### src/hdl/stdpw_pkg.sv
// Shared constants, types and the decay ROM for the STDP synapse weight update block.
package stdpw_pkg;

   // Default widths handed to the top level
   localparam int TIME_BITS_DEF   = 32;
   localparam int WEIGHT_BITS_DEF = 24;

   // Fixed arithmetic widths
   localparam int TAU_W     = 16;              // time constant width
   localparam int FRAC_BITS = 16;              // Q16 fraction of the decay factor
   localparam int Q_W       = 21;              // quotient |dt|*2^16/tau width
   localparam int NUM_HI_W  = Q_W - FRAC_BITS; // dt bits that enter below the remainder
   localparam int CNT_W     = $clog2(Q_W);
   localparam int ACC_W     = 31;              // exp accumulator, at most 2^30
   localparam int ROM_W     = 30;
   localparam int FACTOR_W  = 17;              // Q16 factor, at most 65536
   localparam int MUL_B_W   = 32;

   // Register indexes of the configuration port
   localparam int CSR_IDX_W = 3;
   localparam logic [CSR_IDX_W-1:0] REG_INIT_WEIGHT = 3'd0;
   localparam logic [CSR_IDX_W-1:0] REG_GAIN_POT    = 3'd1;
   localparam logic [CSR_IDX_W-1:0] REG_GAIN_DEP    = 3'd2;
   localparam logic [CSR_IDX_W-1:0] REG_TAU_POT     = 3'd3;
   localparam logic [CSR_IDX_W-1:0] REG_TAU_DEP     = 3'd4;
   localparam logic [CSR_IDX_W-1:0] REG_W_FLOOR     = 3'd5;
   localparam logic [CSR_IDX_W-1:0] REG_W_CEILING   = 3'd6;

   // Register reset values
   localparam int INIT_WEIGHT_RST = 65536;
   localparam int GAIN_POT_RST    = 655;
   localparam int GAIN_DEP_RST    = -655;
   localparam int TAU_POT_RST     = 20;
   localparam int TAU_DEP_RST     = 20;
   localparam int W_FLOOR_RST     = 0;
   localparam int W_CEILING_RST   = 327680;

   // round(exp(-2^(b-16)) * 2^30) for quotient bit b
   localparam logic [ROM_W-1:0] EXP_ROM [Q_W] = '{
      30'd1073725440, 30'd1073709056, 30'd1073676290, 30'd1073610760, 30'd1073479712,
      30'd1073217664, 30'd1072693760, 30'd1071646719, 30'd1069555701, 30'd1065385899,
      30'd1057095000, 30'd1040706261, 30'd1008687096, 30'd947573834,  30'd836230973,
      30'd651257337,  30'd395007542,  30'd145315154,  30'd19666268,   30'd360200,
      30'd121
   };

   // Sequencer states
   typedef enum logic [2:0] {
      ST_IDLE,
      ST_PREP,
      ST_DIV,
      ST_EXP_SCAN,
      ST_EXP_ACC,
      ST_GAIN_MUL,
      ST_GAIN_ACC,
      ST_FINISH
   } seq_state_type;

   // Divider start command
   typedef struct packed {
      logic                start;
      logic [TAU_W-1:0]    rem_init;
      logic [NUM_HI_W-1:0] num_init;
      logic [TAU_W-1:0]    divisor;
   } div_cmd_type;

endpackage

### src/hdl/stdp_synapse_weight_update.sv
// Top level: pair-based STDP inhibitory synapse with an iterative fixed-point update.
//
// Use: one spike event is a beat on the req_ channel (valid/stall). A beat is taken
// only while the sequencer is idle; req_stall is high for the whole update. Each
// event gives exactly one rsp_ beat: the injected current (negated old weight on a
// pre event), the new weight and a changed flag. The rsp_ side has its own output
// register, so a new event may be taken while the previous result is still stalled;
// the finishing update then waits until that register is free.
// With no exponential (a time is missing, equal times, or |dt| >= 32*tau) the
// sequencer goes from PREP straight to FINISH. Otherwise the divider runs first, then
// the exp loop scans each quotient bit and adds an accumulate step per set bit (1 to
// 21 set bits), all through the one shared multiplier, and the gain multiply follows;
// the next event is taken once FINISH hands over the result. Configuration is written
// through csr_; the user must write it only while idle, as the block itself does not
// enforce it. A write of initial_weight also loads the weight at once. Reset
// (synchronous) restores the register defaults and loads the weight with 1.0. A
// stalled result holds its beat until taken.
module stdp_synapse_weight_update import stdpw_pkg::*; #(
   parameter int  TIME_BITS   = TIME_BITS_DEF,
   parameter int  WEIGHT_BITS = WEIGHT_BITS_DEF,
   localparam int CSR_W       = (WEIGHT_BITS > TAU_W) ? WEIGHT_BITS : TAU_W
) (
   input  logic                          clock,
   input  logic                          reset,
   // spike event channel
   input  logic                          req_valid,
   output logic                          req_stall,
   input  logic                          req_kind,
   input  logic [TIME_BITS-1:0]          req_pre_spike_time,
   input  logic [TIME_BITS-1:0]          req_post_spike_time,
   input  logic                          req_pre_has_spiked,
   input  logic                          req_post_has_spiked,
   // result channel
   output logic                          rsp_valid,
   input  logic                          rsp_stall,
   output logic signed [WEIGHT_BITS-1:0] rsp_injected_current,
   output logic                          rsp_current_valid,
   output logic signed [WEIGHT_BITS-1:0] rsp_new_weight,
   output logic                          rsp_weight_changed,
   // configuration writes
   input  logic                          csr_write,
   input  logic [CSR_IDX_W-1:0]          csr_index,
   input  logic [CSR_W-1:0]              csr_wdata
);

   localparam int W       = WEIGHT_BITS;
   localparam int SUM_W   = W + 2;
   localparam int MUL_A_W = (W > 32) ? W : 32;
   localparam int PROD_W  = MUL_A_W + MUL_B_W;
   localparam int CMP_W   = (TIME_BITS > Q_W) ? TIME_BITS : Q_W;
   localparam logic signed [W-1:0] W_MIN = {1'b1, {(W-1){1'b0}}};
   localparam logic signed [W-1:0] W_MAX = {1'b0, {(W-1){1'b1}}};

   // Configuration registers
   logic signed [W-1:0] gain_pot_ff, gain_dep_ff, floor_ff, ceiling_ff;
   logic [TAU_W-1:0]    tau_pot_ff, tau_dep_ff;
   logic signed [W-1:0] weight_ff, weight_in;

   // Sequencer and datapath registers
   seq_state_type           state_ff, state_in;
   logic                    is_pre_ff, is_pre_in;
   logic                    clamp_en_ff, clamp_en_in;
   logic                    dir_pos_ff, dir_pos_in;
   logic [TIME_BITS-1:0]    pre_t_ff, pre_t_in;
   logic [TIME_BITS-1:0]    post_t_ff, post_t_in;
   logic [ACC_W-1:0]        acc_ff, acc_in;
   logic [CNT_W-1:0]        bit_ff, bit_in;
   logic signed [SUM_W-1:0] delta_ff, delta_in;

   // Output register
   logic                    rsp_valid_ff, rsp_valid_in;
   logic signed [W-1:0]     rsp_current_ff, rsp_current_in;
   logic                    rsp_cur_valid_ff, rsp_cur_valid_in;
   logic signed [W-1:0]     rsp_weight_ff, rsp_weight_in;
   logic                    rsp_changed_ff, rsp_changed_in;

   // Shared units
   div_cmd_type                div_cmd;
   logic                       div_done;
   logic [Q_W-1:0]             div_quot;
   logic signed [MUL_A_W-1:0]  mul_a;
   logic signed [MUL_B_W-1:0]  mul_b;
   logic signed [PROD_W-1:0]   prod;

   // Combinational helpers
   logic                    req_fire, fin_fire;
   logic [TIME_BITS-1:0]    dt;
   logic [CMP_W-1:0]        dt_ext, dt_lim;
   logic [TAU_W-1:0]        tau_raw, tau_eff;
   logic [ACC_W:0]          fac_sum;
   logic [FACTOR_W-1:0]     factor;
   logic signed [PROD_W-1:0] acc_round, gain_round;
   logic signed [W-1:0]     gain_sel;
   logic signed [SUM_W-1:0] sum, floor_x, ceiling_x;
   logic signed [W-1:0]     new_w, cur_w;

   stdpw_div u_div (
      .clock (clock),
      .reset (reset),
      .cmd   (div_cmd),
      .done  (div_done),
      .quot  (div_quot)
   );

   stdpw_mul #(.MUL_A_W(MUL_A_W)) u_mul (
      .clock (clock),
      .mul_a (mul_a),
      .mul_b (mul_b),
      .prod  (prod)
   );

   assign req_fire  = req_valid && !req_stall;
   assign req_stall = (state_ff != ST_IDLE);
   assign fin_fire  = (state_ff == ST_FINISH) && (!rsp_valid_ff || !rsp_stall);

   // Delay magnitude, direction and range check for the captured event
   always_comb begin
      dir_pos_in = post_t_ff > pre_t_ff;
      dt         = dir_pos_in ? (post_t_ff - pre_t_ff) : (pre_t_ff - post_t_ff);
      tau_raw    = dir_pos_in ? tau_pot_ff : tau_dep_ff;
      tau_eff    = (tau_raw == '0) ? TAU_W'(1) : tau_raw;
      dt_ext     = CMP_W'(dt);
      dt_lim     = CMP_W'({tau_eff, 5'b00000});
   end

   // Rounding of the shared product and Q16 factor
   always_comb begin
      fac_sum    = {1'b0, acc_ff} + (ACC_W+1)'(1 << (ACC_W - FACTOR_W - 1));
      factor     = fac_sum[ACC_W-1:ACC_W-FACTOR_W];
      acc_round  = prod + PROD_W'(64'd1 << 29);
      gain_round = prod + PROD_W'(64'd1 << (FRAC_BITS - 1));
      gain_sel   = dir_pos_ff ? gain_pot_ff : gain_dep_ff;
   end

   // Weight update, clamp and current
   always_comb begin
      floor_x   = SUM_W'(floor_ff);
      ceiling_x = SUM_W'(ceiling_ff);
      sum       = SUM_W'(weight_ff) + delta_ff;
      if (!clamp_en_ff) begin
         new_w = weight_ff;
      end else if (sum < floor_x) begin
         new_w = floor_ff;
      end else if (sum > ceiling_x) begin
         new_w = ceiling_ff;
      end else begin
         new_w = sum[W-1:0];
      end
      if (!is_pre_ff) begin
         cur_w = '0;
      end else if (weight_ff == W_MIN) begin
         cur_w = W_MAX;
      end else begin
         cur_w = -weight_ff;
      end
   end

   // Sequencer: next state, unit operands and datapath next values
   always_comb begin
      state_in         = state_ff;
      is_pre_in        = is_pre_ff;
      clamp_en_in      = clamp_en_ff;
      pre_t_in         = pre_t_ff;
      post_t_in        = post_t_ff;
      acc_in           = acc_ff;
      bit_in           = bit_ff;
      delta_in         = delta_ff;
      div_cmd.start    = 1'b0;
      div_cmd.rem_init = dt_ext[Q_W-1:NUM_HI_W];
      div_cmd.num_init = dt_ext[NUM_HI_W-1:0];
      div_cmd.divisor  = tau_eff;
      mul_a            = signed'(MUL_A_W'(acc_ff));
      mul_b            = signed'(MUL_B_W'(EXP_ROM[bit_ff]));
      weight_in        = weight_ff;
      rsp_valid_in     = rsp_valid_ff && rsp_stall;
      rsp_current_in   = rsp_current_ff;
      rsp_cur_valid_in = rsp_cur_valid_ff;
      rsp_weight_in    = rsp_weight_ff;
      rsp_changed_in   = rsp_changed_ff;
      unique case (state_ff)
         ST_IDLE: begin
            if (req_fire) begin
               is_pre_in   = !req_kind;
               clamp_en_in = req_pre_has_spiked && req_post_has_spiked;
               pre_t_in    = req_pre_spike_time;
               post_t_in   = req_post_spike_time;
               state_in    = ST_PREP;
            end
         end
         ST_PREP: begin
            delta_in = '0;
            acc_in   = ACC_W'(1 << 30);
            bit_in   = '0;
            if (!clamp_en_ff || dt == '0 || dt_ext >= dt_lim) begin
               state_in = ST_FINISH;
            end else begin
               div_cmd.start = 1'b1;
               state_in      = ST_DIV;
            end
         end
         ST_DIV: begin
            if (div_done) begin
               state_in = ST_EXP_SCAN;
            end
         end
         ST_EXP_SCAN: begin
            if (div_quot[bit_ff]) begin
               state_in = ST_EXP_ACC;
            end else if (bit_ff == CNT_W'(Q_W - 1)) begin
               state_in = ST_GAIN_MUL;
            end else begin
               bit_in = bit_ff + 1'b1;
            end
         end
         ST_EXP_ACC: begin
            acc_in = acc_round[30+ACC_W-1:30];
            if (bit_ff == CNT_W'(Q_W - 1)) begin
               state_in = ST_GAIN_MUL;
            end else begin
               bit_in   = bit_ff + 1'b1;
               state_in = ST_EXP_SCAN;
            end
         end
         ST_GAIN_MUL: begin
            mul_a    = MUL_A_W'(gain_sel);
            mul_b    = signed'(MUL_B_W'(factor));
            state_in = ST_GAIN_ACC;
         end
         ST_GAIN_ACC: begin
            delta_in = gain_round[FRAC_BITS+SUM_W-1:FRAC_BITS];
            state_in = ST_FINISH;
         end
         ST_FINISH: begin
            if (fin_fire) begin
               weight_in        = new_w;
               rsp_valid_in     = 1'b1;
               rsp_current_in   = cur_w;
               rsp_cur_valid_in = is_pre_ff;
               rsp_weight_in    = new_w;
               rsp_changed_in   = (new_w != weight_ff);
               state_in         = ST_IDLE;
            end
         end
         default: state_in = ST_IDLE;
      endcase
   end

   // Configuration registers and the weight
   always_ff @(posedge clock) begin
      if (reset) begin
         gain_pot_ff    <= W'(GAIN_POT_RST);
         gain_dep_ff    <= W'(GAIN_DEP_RST);
         tau_pot_ff     <= TAU_W'(TAU_POT_RST);
         tau_dep_ff     <= TAU_W'(TAU_DEP_RST);
         floor_ff       <= W'(W_FLOOR_RST);
         ceiling_ff     <= W'(W_CEILING_RST);
         weight_ff      <= W'(INIT_WEIGHT_RST);
      end else if (csr_write) begin
         unique case (csr_index)
            REG_INIT_WEIGHT: begin
               weight_ff      <= csr_wdata[W-1:0];
            end
            REG_GAIN_POT:  gain_pot_ff <= csr_wdata[W-1:0];
            REG_GAIN_DEP:  gain_dep_ff <= csr_wdata[W-1:0];
            REG_TAU_POT:   tau_pot_ff  <= csr_wdata[TAU_W-1:0];
            REG_TAU_DEP:   tau_dep_ff  <= csr_wdata[TAU_W-1:0];
            REG_W_FLOOR:   floor_ff    <= csr_wdata[W-1:0];
            REG_W_CEILING: ceiling_ff  <= csr_wdata[W-1:0];
            default: ;
         endcase
      end else begin
         weight_ff <= weight_in;
      end
   end

   // Sequencer and datapath registers
   always_ff @(posedge clock) begin
      if (reset) begin
         state_ff     <= ST_IDLE;
         rsp_valid_ff <= 1'b0;
      end else begin
         state_ff     <= state_in;
         rsp_valid_ff <= rsp_valid_in;
      end
      is_pre_ff        <= is_pre_in;
      clamp_en_ff      <= clamp_en_in;
      dir_pos_ff       <= (state_ff == ST_PREP) ? dir_pos_in : dir_pos_ff;
      pre_t_ff         <= pre_t_in;
      post_t_ff        <= post_t_in;
      acc_ff           <= acc_in;
      bit_ff           <= bit_in;
      delta_ff         <= delta_in;
      rsp_current_ff   <= rsp_current_in;
      rsp_cur_valid_ff <= rsp_cur_valid_in;
      rsp_weight_ff    <= rsp_weight_in;
      rsp_changed_ff   <= rsp_changed_in;
   end

   assign rsp_valid            = rsp_valid_ff;
   assign rsp_injected_current = rsp_current_ff;
   assign rsp_current_valid    = rsp_cur_valid_ff;
   assign rsp_new_weight       = rsp_weight_ff;
   assign rsp_weight_changed   = rsp_changed_ff;

   // Divider finishes only while the sequencer waits for it
   a_div_done_in_div: assert property (@(posedge clock) disable iff (reset)
      div_done |-> state_ff == ST_DIV)
      else $error("divider done outside of divide state");

   // Decay accumulator never grows past 1.0
   a_acc_bound: assert property (@(posedge clock) disable iff (reset)
      (state_ff == ST_EXP_SCAN || state_ff == ST_EXP_ACC) |-> acc_ff <= ACC_W'(1 << 30))
      else $error("exp accumulator above 2^30");

   // Weight moves only on a finished update or a write of initial_weight
   a_weight_hold: assert property (@(posedge clock) disable iff (reset)
      !fin_fire && !(csr_write && csr_index == REG_INIT_WEIGHT) |=> $stable(weight_ff))
      else $error("weight changed without an update");

   // Changed flag matches the weight before and after the event
   a_changed_flag: assert property (@(posedge clock) disable iff (reset)
      fin_fire |=> rsp_weight_changed == (weight_ff != $past(weight_ff)))
      else $error("weight_changed flag inconsistent");

endmodule

### src/hdl/stdpw_div.sv
// Restoring divider, one quotient bit per cycle: q = (dt << 16) / tau.
module stdpw_div import stdpw_pkg::*; (
   input  logic             clock,
   input  logic             reset,
   input  div_cmd_type      cmd,
   output logic             done,
   output logic [Q_W-1:0]   quot
);

   logic             busy_ff, busy_in;
   logic             done_ff, done_in;
   logic [CNT_W-1:0] cnt_ff, cnt_in;
   logic [TAU_W-1:0] rem_ff, rem_in;
   logic [TAU_W-1:0] div_ff, div_in;
   logic [Q_W-1:0]   shift_ff, shift_in;   // numerator bits out on top, quotient in below

   logic [TAU_W:0]   partial;
   logic [TAU_W+1:0] trial;
   logic             ge;

   // Trial subtract of the divisor
   always_comb begin
      partial = {rem_ff, shift_ff[Q_W-1]};
      trial   = {1'b0, partial} - {2'b00, div_ff};
      ge      = !trial[TAU_W+1];
   end

   // Step and start control
   always_comb begin
      busy_in  = busy_ff;
      done_in  = 1'b0;
      cnt_in   = cnt_ff;
      rem_in   = rem_ff;
      div_in   = div_ff;
      shift_in = shift_ff;
      if (cmd.start) begin
         busy_in  = 1'b1;
         cnt_in   = '0;
         rem_in   = cmd.rem_init;
         div_in   = cmd.divisor;
         shift_in = {cmd.num_init, {FRAC_BITS{1'b0}}};
      end else if (busy_ff) begin
         rem_in   = ge ? trial[TAU_W-1:0] : partial[TAU_W-1:0];
         shift_in = {shift_ff[Q_W-2:0], ge};
         cnt_in   = cnt_ff + 1'b1;
         if (cnt_ff == CNT_W'(Q_W - 1)) begin
            busy_in = 1'b0;
            done_in = 1'b1;
         end
      end
   end

   always_ff @(posedge clock) begin
      if (reset) begin
         busy_ff <= 1'b0;
         done_ff <= 1'b0;
         cnt_ff  <= '0;
      end else begin
         busy_ff <= busy_in;
         done_ff <= done_in;
         cnt_ff  <= cnt_in;
      end
      rem_ff   <= rem_in;
      div_ff   <= div_in;
      shift_ff <= shift_in;
   end

   assign done = done_ff;
   assign quot = shift_ff;

endmodule

### src/hdl/stdpw_mul.sv
// Shared signed multiplier with a registered product.
module stdpw_mul import stdpw_pkg::*; #(
   parameter int MUL_A_W = 32
) (
   input  logic                             clock,
   input  logic signed [MUL_A_W-1:0]         mul_a,
   input  logic signed [MUL_B_W-1:0]         mul_b,
   output logic signed [MUL_A_W+MUL_B_W-1:0] prod
);

   logic signed [MUL_A_W+MUL_B_W-1:0] prod_ff, prod_in;

   always_comb begin
      prod_in = (MUL_A_W+MUL_B_W)'(mul_a) * (MUL_A_W+MUL_B_W)'(mul_b);
   end

   always_ff @(posedge clock) begin
      prod_ff <= prod_in;
   end

   assign prod = prod_ff;

endmodule
### config.mk
export PLATFORM = sky130hd
export DESIGN_NAME = stdp_synapse_weight_update
export DESIGN_NICKNAME = d
export VERILOG_FILES = /design/src/hdl/stdpw_pkg.sv /design/src/hdl/stdp_synapse_weight_update.sv /design/src/hdl/stdpw_div.sv /design/src/hdl/stdpw_mul.sv
export SDC_FILE = /design/constraint.sdc
export NUM_CORES = 2
export LEC_CHECK = 0
export BUFFER_PORTS_ARGS = -buffer_cell sky130_fd_sc_hd__buf_2
export CORE_MARGIN = 10
export CORE_UTILIZATION = 65
export DETAILED_ROUTE_END_ITERATION = 8
export PLACE_DENSITY = 0.82
export RECOVER_POWER = 50
export SLEW_MARGIN = 20
export SYNTH_ARGS = -nofsm -noshare
export SYNTH_HDL_FRONTEND = slang
export SYNTH_SLANG_ARGS = --single-unit
### constraint.sdc
create_clock -name clock -period 10.6 [get_ports clock]
set_input_delay 0.53 -clock clock [delete_from_list [all_inputs] [get_ports clock]]
set_output_delay 0.53 -clock clock [all_outputs]
set_load 0.03 [all_outputs]
==> results.yml <==
timing:
  fmax_mhz: 97.5
  tightest_slew_ps: 3480
  slew_viol_final: 230
  timing.setup.tns_ps: 0
  hold_viol: 0
  setup_viol: 0
  setup_slack_ps: 344
  finalCritPeriodShare_pct: 96.8
  rsz0062_at_grt: "false"
  clock_skew_ps: 25.2
  post-route-min-period_ps: 10260
  max-slew-margin-rel_pct: -132
clock_network:
  hold_buffers: 0
  clk_transition_reported_paths_ps: 60
  clockBufferDepth: 3
  htree_levels: 2
  cts_tree: "done"
  cts_resized: 0
  cts_made_buffers: 52
  clock_latency_ps: 680
  cts_root_buf: "clkbuf_16"
  clock_sinks: 441
  post_cts_buffers: 0
yosys:
  async_reset_ff_share_pct: 0
  yosysWarningCount: 0
  synthesis.area_um2: 59800
  ys_ff_latch: 441
  synth_edf_count: 216
  yosys-top-cells-area: "fa_1 33%, edfxtp_1 11%, ha_1 7.7%, dfxtp_1 7.5%, inv_1 6.7%"
  synth-main-ff-cell: "dfxtp_1"
  yosys.area.top_type_share_pct: 33.5
  ys_seq_area_share_pct: 18.4
  synthCells: 6698
  synthDistinctLibCells: 90
  yosys.area.top_type: "fa_1"
  avgSynthCellArea_um2: 8.92
grt:
  grt_pass1_wl_um: 309000
  use_met3_pct: 13.1
  grt_pass1_vias: 51200
  track_usage_pct: 39.3
  gr-usage-met2_pct: 58.6
  grt_max_degree: 106
  use_met1_pct: 51.0
  antenna_found_initial: 12
  overflow: 0
  busiest_layer: "met2"
worst_setup_path:
  worst_ep_arrival_time_ps: 10860
  slowest_stage: "a21oi_2"
  endpoint_kind: "flop"
  start_kind: "flop"
  cpPeakStageDelay_ps: 860
  r2r_end: "u_mul.prod[51]"
  path_class: "flop to flop"
  cp_common_cell: "fa_1"
  rr_startpoint: "bit_ff[0]"
  cp.required_ps: 11200
  cp_max_fo: 14
  r2r_slack_ps: 340
  rr_worst_depth: 28
placed_design:
  place_area_um2: 62400
  routabilityCongestion: 1.07
  pre_cts_slack_ps: 710
  io_buffer_count: 150
  dp_hpwl_um: 158000
route:
  drtPass1Iterations: 7
  drt_wl_total_um: 202000
  drc: 0
  vias_per_cell: 6.28
  route.vias.total: 50300
  wl_per_cell_um: 25.2
  drt-initial-drc-count: 6095
  ant_nets: 0
finish:
  design_area_um2: 64200
  area_growth_syn_to_layout_pct: 7.40
  drive_gt1_share_pct: 6.49
  fill_cells: 7170
  fin_nets: 8247
floorplanning:
  initial_utilization_pct: 65.4
  die_h_um: 323
  dieArea_um2: 104000
  num_rows: 111
  die_w_um: 323
  io_pins: 151
  coreArea_um2: 91400
outcome:
  status: "complete, but fails checks"
  violations: "capacitance limit, slew limit"
hold_path:
  holdCritPathClass: "input port to flop"
  whs_path_depth: 1
  hp-start: "req_post_spike_time[21]"
  min_to: "post_t_ff[21]"
run:
  cap_viol_max_count: 5
[layout by cell type, fill, tap and decap left out, types with 44 or more instances in the layout]
cell       count
clkbuf_16     52
clkbuf_1      72
xor2_1        99
nand3_1      112
buf_4        173
xnor2_1      101
dfxtp_1      225
o21a_1        70
nor2_1       704
a21oi_1      340
inv_1       1068
and2_1        77
nand2_1      869
buf_2         95
a211oi_1      44
o21ai_0      170
and3_1        46
mux2i_1       88
ha_1         368
edfxtp_1     216
nor3_1        59
fa_1         999
nand4_1       68
a21o_1        77
nand2b_1      85
[cell type report]
type | count | area [um2] | share of cell area (%)
Multi-Input combinational cell | 4881 | 43700 | 68.2
Sequential cell | 441 | 11000 | 17.1
Inverter | 1072 | 4020 | 6.27
Timing Repair Buffer | 333 | 2090 | 3.26
Tap cell | 1186 | 1480 | 2.31
Clock buffer | 70 | 1420 | 2.21
Clock inverter | 28 | 417 | 0.649
Antenna cell | 4 | 10.0 | 0.0156
[Yosys cell counts, drive strengths merged (23+ instances only)]
cell / count
a21oi: 349
nand2: 870
o21ai: 197
or3: 26
clkbuf: 291
nor2b: 32
dfxtp: 225
a211oi: 44
o211ai: 42
edfxtp: 216
nand4: 68
nor3: 60
nand2b: 85
o21bai: 25
nand3: 112
xnor2: 101
nor2: 708
fa: 999
ha: 368
o21a: 70
inv: 1070
a31oi: 23
buf: 33
a21o: 77
and2: 80
mux2i: 89
xor2: 99
and3: 46
[worst max-delay path by stage]
stage | startpoint | end | slack [ps] | cells after the start
after global routing | bit_ff[0] | u_mul.prod[53] | 90 | 34
after CTS | bit_ff[0] | u_mul.prod[53] | 590 | 30
after global placement | state_ff[0] | u_mul.prod[53] | 580 | 27
after floorplan | bit_ff[0] | u_mul.prod[58] | 1720 | 32
after detailed placement | bit_ff[0] | u_mul.prod[53] | 710 | 30
final | bit_ff[0] | u_mul.prod[51] | 340 | 28
[worst max-delay path, delay by kind of cell (launching register included)]
kind                       cells  cell delay, ps
and+or+nand+nor                5             950
AOI/OAI and AO/OA              7            2890
adders and majority gates     10            4810
xor gates and xnor gates       1             110
DFF                            1             530
buffers and inverters          5             890
[logic make-up after synthesis]
logic type	share of synthesized area (%)
adders and majority gates	41.2
buffers and inverters	8.83
and+or+nand+nor	15.9
DFF	18.4
xor gates and xnor gates	2.93
other	0.0126
muxes	2.06
AOI/OAI and AO/OA	10.7
[per-stage QoR]
step           cells  utilization [%]  hold WS, ps
3_3_place_gp    7910             68.2          441
3_5_place_dp    7912             68.3          447
4_1_cts         8010             70.3         11.8
5_1_grt         8011             70.2         10.9
6_report        8015             70.2         33.2
2_1_floorplan   6718                -          434
[routing by layer]
metal	wire, um	share of wire [%]	up-vias
li1	-	-	21600
met1	75300	37	24600
met2	86700	43	3358
met3	27000	13	748
met4	13300	6.6	6
met5	39	0.019	-
[state kept, by name (all words and copies together) (netlist names), 3 cells and up]
| register | count |
|---|---|
| acc_ff | 31 |
| bit_ff | 5 |
| ceiling_ff | 24 |
| delta_ff | 26 |
| floor_ff | 24 |
| gain_dep_ff | 24 |
| gain_pot_ff | 24 |
| post_t_ff | 32 |
| pre_t_ff | 32 |
| rsp_injected_current | 24 |
| rsp_new_weight | 24 |
| state_ff | 3 |
| tau_dep_ff | 16 |
| tau_pot_ff | 16 |
| u_div.cnt_ff | 5 |
| u_div.div_ff | 16 |
| u_div.quot | 21 |
| u_div.rem_ff | 16 |
| u_mul.prod | 46 |
| weight_ff | 24 |
Power is not shown: default switching activity piles up to over one toggle a cycle in this logic, so the estimate is an artifact.
